[config.mk]
export PLATFORM = sky130hd
export DESIGN_NAME = tcw_ctrl
export DESIGN_NICKNAME = d
export VERILOG_FILES = /design/src/rtl/tcw_pkg.sv /design/src/rtl/tcw_ctrl.sv
export SDC_FILE = /design/constraint.sdc
export NUM_CORES = 1
export LEC_CHECK = 0
export BUFFER_PORTS_ARGS = -buffer_cell sky130_fd_sc_hd__buf_2
export CORE_AREA = 2 2 39 41
export DETAILED_ROUTE_END_ITERATION = 12
export DIE_AREA = 0 0 41 43
export GPL_ROUTABILITY_DRIVEN = 0
export GPL_TIMING_DRIVEN = 0
export MAX_ROUTING_LAYER = met4
export SLEW_MARGIN = 20
export SYNTH_ARGS = -nofsm -noshare
export SYNTH_HDL_FRONTEND = slang
export SYNTH_SLANG_ARGS = --single-unit
[constraint.sdc]
create_clock -name clk -period 1.8 [get_ports clk]
set_clock_uncertainty 0.1 [all_clocks]
set_input_delay 0.36 -clock clk [delete_from_list [all_inputs] [get_ports clk]]
set_output_delay 0.36 -clock clk [all_outputs]
set_load 0.01 [all_outputs]
[src/rtl/tcw_pkg.sv]
`default_nettype none

package tcw_pkg;

  // Field widths of the channels.
  localparam int REQ_W     = 2;
  localparam int CHAR_W    = 8;
  localparam int IDX_W     = 11;
  localparam int POS_W     = 11;
  localparam int ENTRY_W   = 16;
  localparam int COLOR_W   = 4;
  localparam int CFG_IDX_W = 1;

  localparam int DEF_COLUMNS = 80;
  localparam int DEF_ROWS    = 25;

  // Request codes.
  localparam logic [REQ_W-1:0] REQ_PUT   = 2'd0;
  localparam logic [REQ_W-1:0] REQ_CLEAR = 2'd1;
  localparam logic [REQ_W-1:0] REQ_READ  = 2'd2;

  // Configuration register indexes.
  localparam logic [CFG_IDX_W-1:0] CFG_FG = 1'd0;
  localparam logic [CFG_IDX_W-1:0] CFG_BG = 1'd1;

  // Control characters.
  localparam logic [CHAR_W-1:0] CH_NEWLINE   = 8'd10;
  localparam logic [CHAR_W-1:0] CH_RETURN    = 8'd13;
  localparam logic [CHAR_W-1:0] CH_BACKSPACE = 8'd8;
  localparam logic [CHAR_W-1:0] CH_SPACE     = 8'd32;

  localparam logic [COLOR_W-1:0] FG_RESET = 4'd7;
  localparam logic [COLOR_W-1:0] BG_RESET = 4'd0;
  localparam logic [ENTRY_W-1:0] RESET_CELL = 16'h0720;

  typedef struct packed {
    logic capture;
    logic exec;
    logic sweep;
    logic publish;
  } cmd_t;

  typedef struct packed {
    logic need_sweep;
    logic sweep_last;
    logic out_busy;
  } sts_t;

  function automatic logic [ENTRY_W-1:0] make_cell(input logic [CHAR_W-1:0] ch,
                                                   input logic [COLOR_W-1:0] fg,
                                                   input logic [COLOR_W-1:0] bg);
    return {bg, fg, ch};
  endfunction

endpackage

`default_nettype wire

[src/rtl/tcw_ctrl.sv]
`default_nettype none

module tcw_ctrl (
  input  wire logic          clk,
  input  wire logic          rst,
  input  wire logic          req_valid,
  output logic               req_ready,
  input  wire tcw_pkg::sts_t sts,
  output tcw_pkg::cmd_t      cmd
);
  import tcw_pkg::*;

  localparam logic [2:0] ST_IDLE   = 3'd0;
  localparam logic [2:0] ST_EXEC   = 3'd1;
  localparam logic [2:0] ST_SWEEP  = 3'd2;
  localparam logic [2:0] ST_DRAIN  = 3'd3;
  localparam logic [2:0] ST_FINISH = 3'd4;

  logic [2:0] state;
  logic [2:0] state_next;
  logic       booting;

  assign req_ready = (state == ST_IDLE);

  always_comb begin
    state_next  = state;
    cmd         = '0;
    cmd.capture = req_valid && (state == ST_IDLE);
    unique case (state)
      ST_IDLE: begin
        if (req_valid) state_next = ST_EXEC;
      end
      ST_EXEC: begin
        cmd.exec   = 1'b1;
        state_next = sts.need_sweep ? ST_SWEEP : ST_FINISH;
      end
      ST_SWEEP: begin
        cmd.sweep = 1'b1;
        if (sts.sweep_last) state_next = ST_DRAIN;
      end
      ST_DRAIN: begin
        // The last sweep write lands in this cycle.
        state_next = booting ? ST_IDLE : ST_FINISH;
      end
      ST_FINISH: begin
        if (!sts.out_busy) begin
          cmd.publish = 1'b1;
          state_next  = ST_IDLE;
        end
      end
      default: state_next = ST_IDLE;
    endcase
  end

  always_ff @(posedge clk) begin
    if (rst) begin
      state   <= ST_SWEEP;
      booting <= 1'b1;
    end else begin
      state <= state_next;
      if (state == ST_DRAIN) booting <= 1'b0;
    end
  end

endmodule

`default_nettype wire

---- Word-level counts from Yosys, hierarchy flattened ----
Index checks and enable logic that the tools add are counted.
word-level totals
  logic and storage cells ................. 22
  output and inout port bits .............. 5
  input bits .............................. 6
  register bits after elaboration ......... 4
operators by class
  multiplexer cells ....................... 10
  reductions and logical operators ........ 3
  eq/ne operators ......................... 7
operator list
  kind                                                  number
  two-way mux 3 bit                                     5
  case mux 3 bit (5 select lines)                       1
  equality test 3 x 2 -> 1 bit (second input constant)  2
  != test 2 bit (second input constant)                 3
  two-way mux 1 bit                                     4
  equality test 3 x 1 -> 1 bit (second input constant)  1
  equality test 3 bit (second input constant)           1
  logical NOT 3 bit                                     1
  AND reduction 3 bit                                   1
  logical AND 1 bit                                     1

---- Depth between registers and ports, before layout ----
  depth in word-level cells ............... 3
  depth in mapped cells ................... 3

---- Worst setup path after synthesis ----
OpenSTA, ideal clock, no wires.
  path type ............................... register to output
  start ................................... reg state[0]
  end ..................................... out cmd[3] in the netlist's numbering
  buffers on the path ..................... 0
  slack ................................... 0.436 ns
  data arrival time ....................... 0.904 ns
  cell stages (with the launch flop) ...... 3
  required time ........................... 1.340 ns
  cell sequence ........................... dfxtp_1 > nor3_1 > and2_1
RTL lines
  item                    RTL line        text
  from (decl)             tcw_ctrl.sv:19  logic [2:0] state;
  from (signal assigned)  tcw_ctrl.sv:60  state <= state_next;
  to (decl)               tcw_ctrl.sv:9   output tcw_pkg::cmd_t cmd

==> flow_summary_export.csv <==
group,metric,value,unit
outcome,status,"finished, final reports clean",
clock_tree,clkTransAtPathRegs,0.04,ns
critical_path,cp_slowest_stage_delay,0.39,ns
synthesis,syn_area,204,sq um
synthesis,synth-simple-area-share,28.2,%
cells_and_area,area_growth,45.4,%
synthesis,syn_area_per_cell,8.87,sq um
drt,drt_iter0_drc,1,
grt,antenna_found_initial,0,
timing,rsz0062_at_grt,"false",
critical_path,critPathCaptureType,"output pin",
clock_tree,cts_sinks,4,
cells_and_area,final_layout_size_suffix_gt1_share,44.4,%
clock_tree,htreeDepth,1,
timing,slew-limit-headroom,84.4,%
critical_path,cp_slowest_cell,"dfxtp_1",
timing,finalHoldViolCount,0,
clock_tree,cts_tree,"done",
cells_and_area,diodes,0,
synthesis,syn_inst,23,
drt,vias_per_cell,3.88,
timing,worstMarginPinSlew,0.234,ns
synthesis,yosysWarningCount,0,
clock_tree,cts_hold_buf,0,
pwr,ir_drop,229,uV
floorplanning,core_area,1380,sq um
grt,grt_max_degree,8,
synthesis,synthAdderAreaFrac,0,%
floorplanning,rows,14,
critical_path,start_kind,"flip-flop",
pwr,total_power,273,uW
grt,grt_usage,5.15,%
synthesis,synth_flop_cell,"dfxtp_1",
floorplanning,num_io_pins,11,
cells_and_area,nets,44,
synthesis,synth_top_area_share,39.3,%
timing,slew_viol_final,0,
clock_tree,cts_buffer_depth,2,
critical_path,cp.required,1.34,ns
synthesis,synth_seq_cells,4,
pwr,power.density,920,nW/um^2
synthesis,syn_nets,29,
place,io_buffers,10,
drt,ant_nets,0,
synthesis,ys_async_sr_fraction,0,%
timing,fin_crit,1.63,ns
synthesis,synth_area_leaders,"dfxtp_1 39%, mux2i_1 9.8%, nor2_1 5.5%",
drt,dr_total_vias,202,
clock_tree,clock-root-buffer,"clkbuf_4",
synthesis,synth_top_area_cell,"dfxtp_1",
floorplanning,start_util,14.7,%
critical_path,path_max_fanout,5,
drt,wl_per_cell,8.12,um
timing,finalCritPeriodShare,90.8,%
floorplanning,fp.dieH,43,um
clock_tree,postCtsSetupBuffers,0,
clock_tree,clock_latency,0.23,ns
pwr,p_leak,0.150,nW
synthesis,synth_mux_area_share,9.82,%
floorplanning,dieArea,1760,sq um
timing,max_freq,612,MHz
synthesis,yosysSeqAreaShare,39.3,%
synthesis,synth_edf_count,0,
hold_path,worstHoldPathType,"in -> reg",
timing,finalSetupViolations,0,
floorplanning,die_width,41,um
drt,wl,422,um
critical_path,critical_path_class,"reg -> out",
cells_and_area,nFillCells,154,
grt,grt_pass1_vias,163,
critical_path,crit_chain,"nor2b_1, and2_2, buf_2",
synthesis,synth_most_common_cell,"dfxtp_1",
drt,drt_pass1_iterations,2,
synthesis,synthTopCellsByCount,"4 x dfxtp_1, 3 x nor2_1, 2 x inv_1, 2 x mux2i_1",
synthesis,synth-xor-area-share,0,%
synthesis,synthDistinctLibCells,16,
synthesis,synth_compound_area_share,19.0,%
clock_tree,numCtsBuffers,3,
grt,grt_overflow,0,
grt,grt_pass1_wl,538,um
clock_tree,post_cts_resized,0,
drt,remaining_drc_errors,0,
job,max-cap-violations,0,
critical_path,arrival,1.17,ns
place,dp_hpwl,354,um
synthesis,synth_top_family_by_area,"simple AND/OR/NAND/NOR gates",
timing,fin_tns_setup,0,ns
-- cell families after synthesis --
family                 Yosys count
AO/OA/AOI/OAI                    5
buffers and inverters            2
flip-flops                       4
multiplexers                     2
AND/OR/NAND/NOR                 10
-- through the flow --
stage | setup WS (ns) | cells | area, sq um | utilization [%] | hold WS (ns)
final | 0.166 | 52 | 297 | 21.4 | 0.245
after global placement | 0.400 | 49 | 274 | 19.8 | 0.339
after CTS | 0.154 | 52 | 297 | 21.4 | 0.240
after global routing | 0.0887 | 52 | 297 | 21.4 | 0.247
after detailed placement | 0.413 | 49 | 274 | 19.8 | 0.353
after floorplan | 0.436 | 23 | 204 | - | 0.326
-- cell usage in the layout (no fill, tap or decap), drive strengths merged --
master,synthesis,final
nor3,2,2
mux2i,2,2
and3,1,1
inv,2,2
dfxtp,4,4
a311o,1,1
buf,0,10
nor2b,1,1
and2,2,2
a21o,1,1
clkbuf,0,3
nand2,1,1
a32oi,1,1
a211oi,1,1
nor2,3,3
o21ai,1,1
-- worst max-delay path, delay by kind of cell (launching register included) --
kind / cells / cell delay (ns)
buffers and inverters: 1 / 0.12
AND/OR/NAND/NOR: 2 / 0.43
flip-flops: 1 / 0.39
-- per-layer routing --
layer / vias up / part of all wire, % / global-route usage [%]
met4: 0 / 0 / 6.00
li1: 110 / - / -
met1: 88 / 37 / 4.52
met3: 0 / 8.1 / 3.14
met5: - / 0 / -
met2: 4 / 55 / 6.56
-- where the power goes --
part,internal (mW),total [mW],switching (mW)
Sequential,0.0979,0.107,0.00947
Combinational,0.0280,0.0557,0.0277
Clock,0.0745,0.110,0.0352
Total,0.200,0.273,0.0724
-- sequential cells by signal, summed over array words and instances, names as in the netlist --
register  cells
booting       1
state         3
-- layout make-up --
cell class / instances / area, sq um / share of cell area (%)
inverter: 2 / 7.51 / 2.53
tap: 16 / 20.0 / 6.75
multi-input combinational: 17 / 116 / 39.2
sequential: 4 / 80.1 / 27.0
timing repair buffer: 10 / 50.0 / 16.9
clock buffer: 3 / 22.5 / 7.59
-- path summary, 6_finish.rpt --
kind | start | to | slack, ns | cells past startpoint
max | state[0] | cmd[2] | 0.17 | 3
min | rst | state[2] | 0.24 | 2
max reg2reg | state[2] | state[1] | 0.67 | 2
min reg2reg | booting | booting | 0.36 | 1
Note: power is estimated with default switching activity, not from simulation.
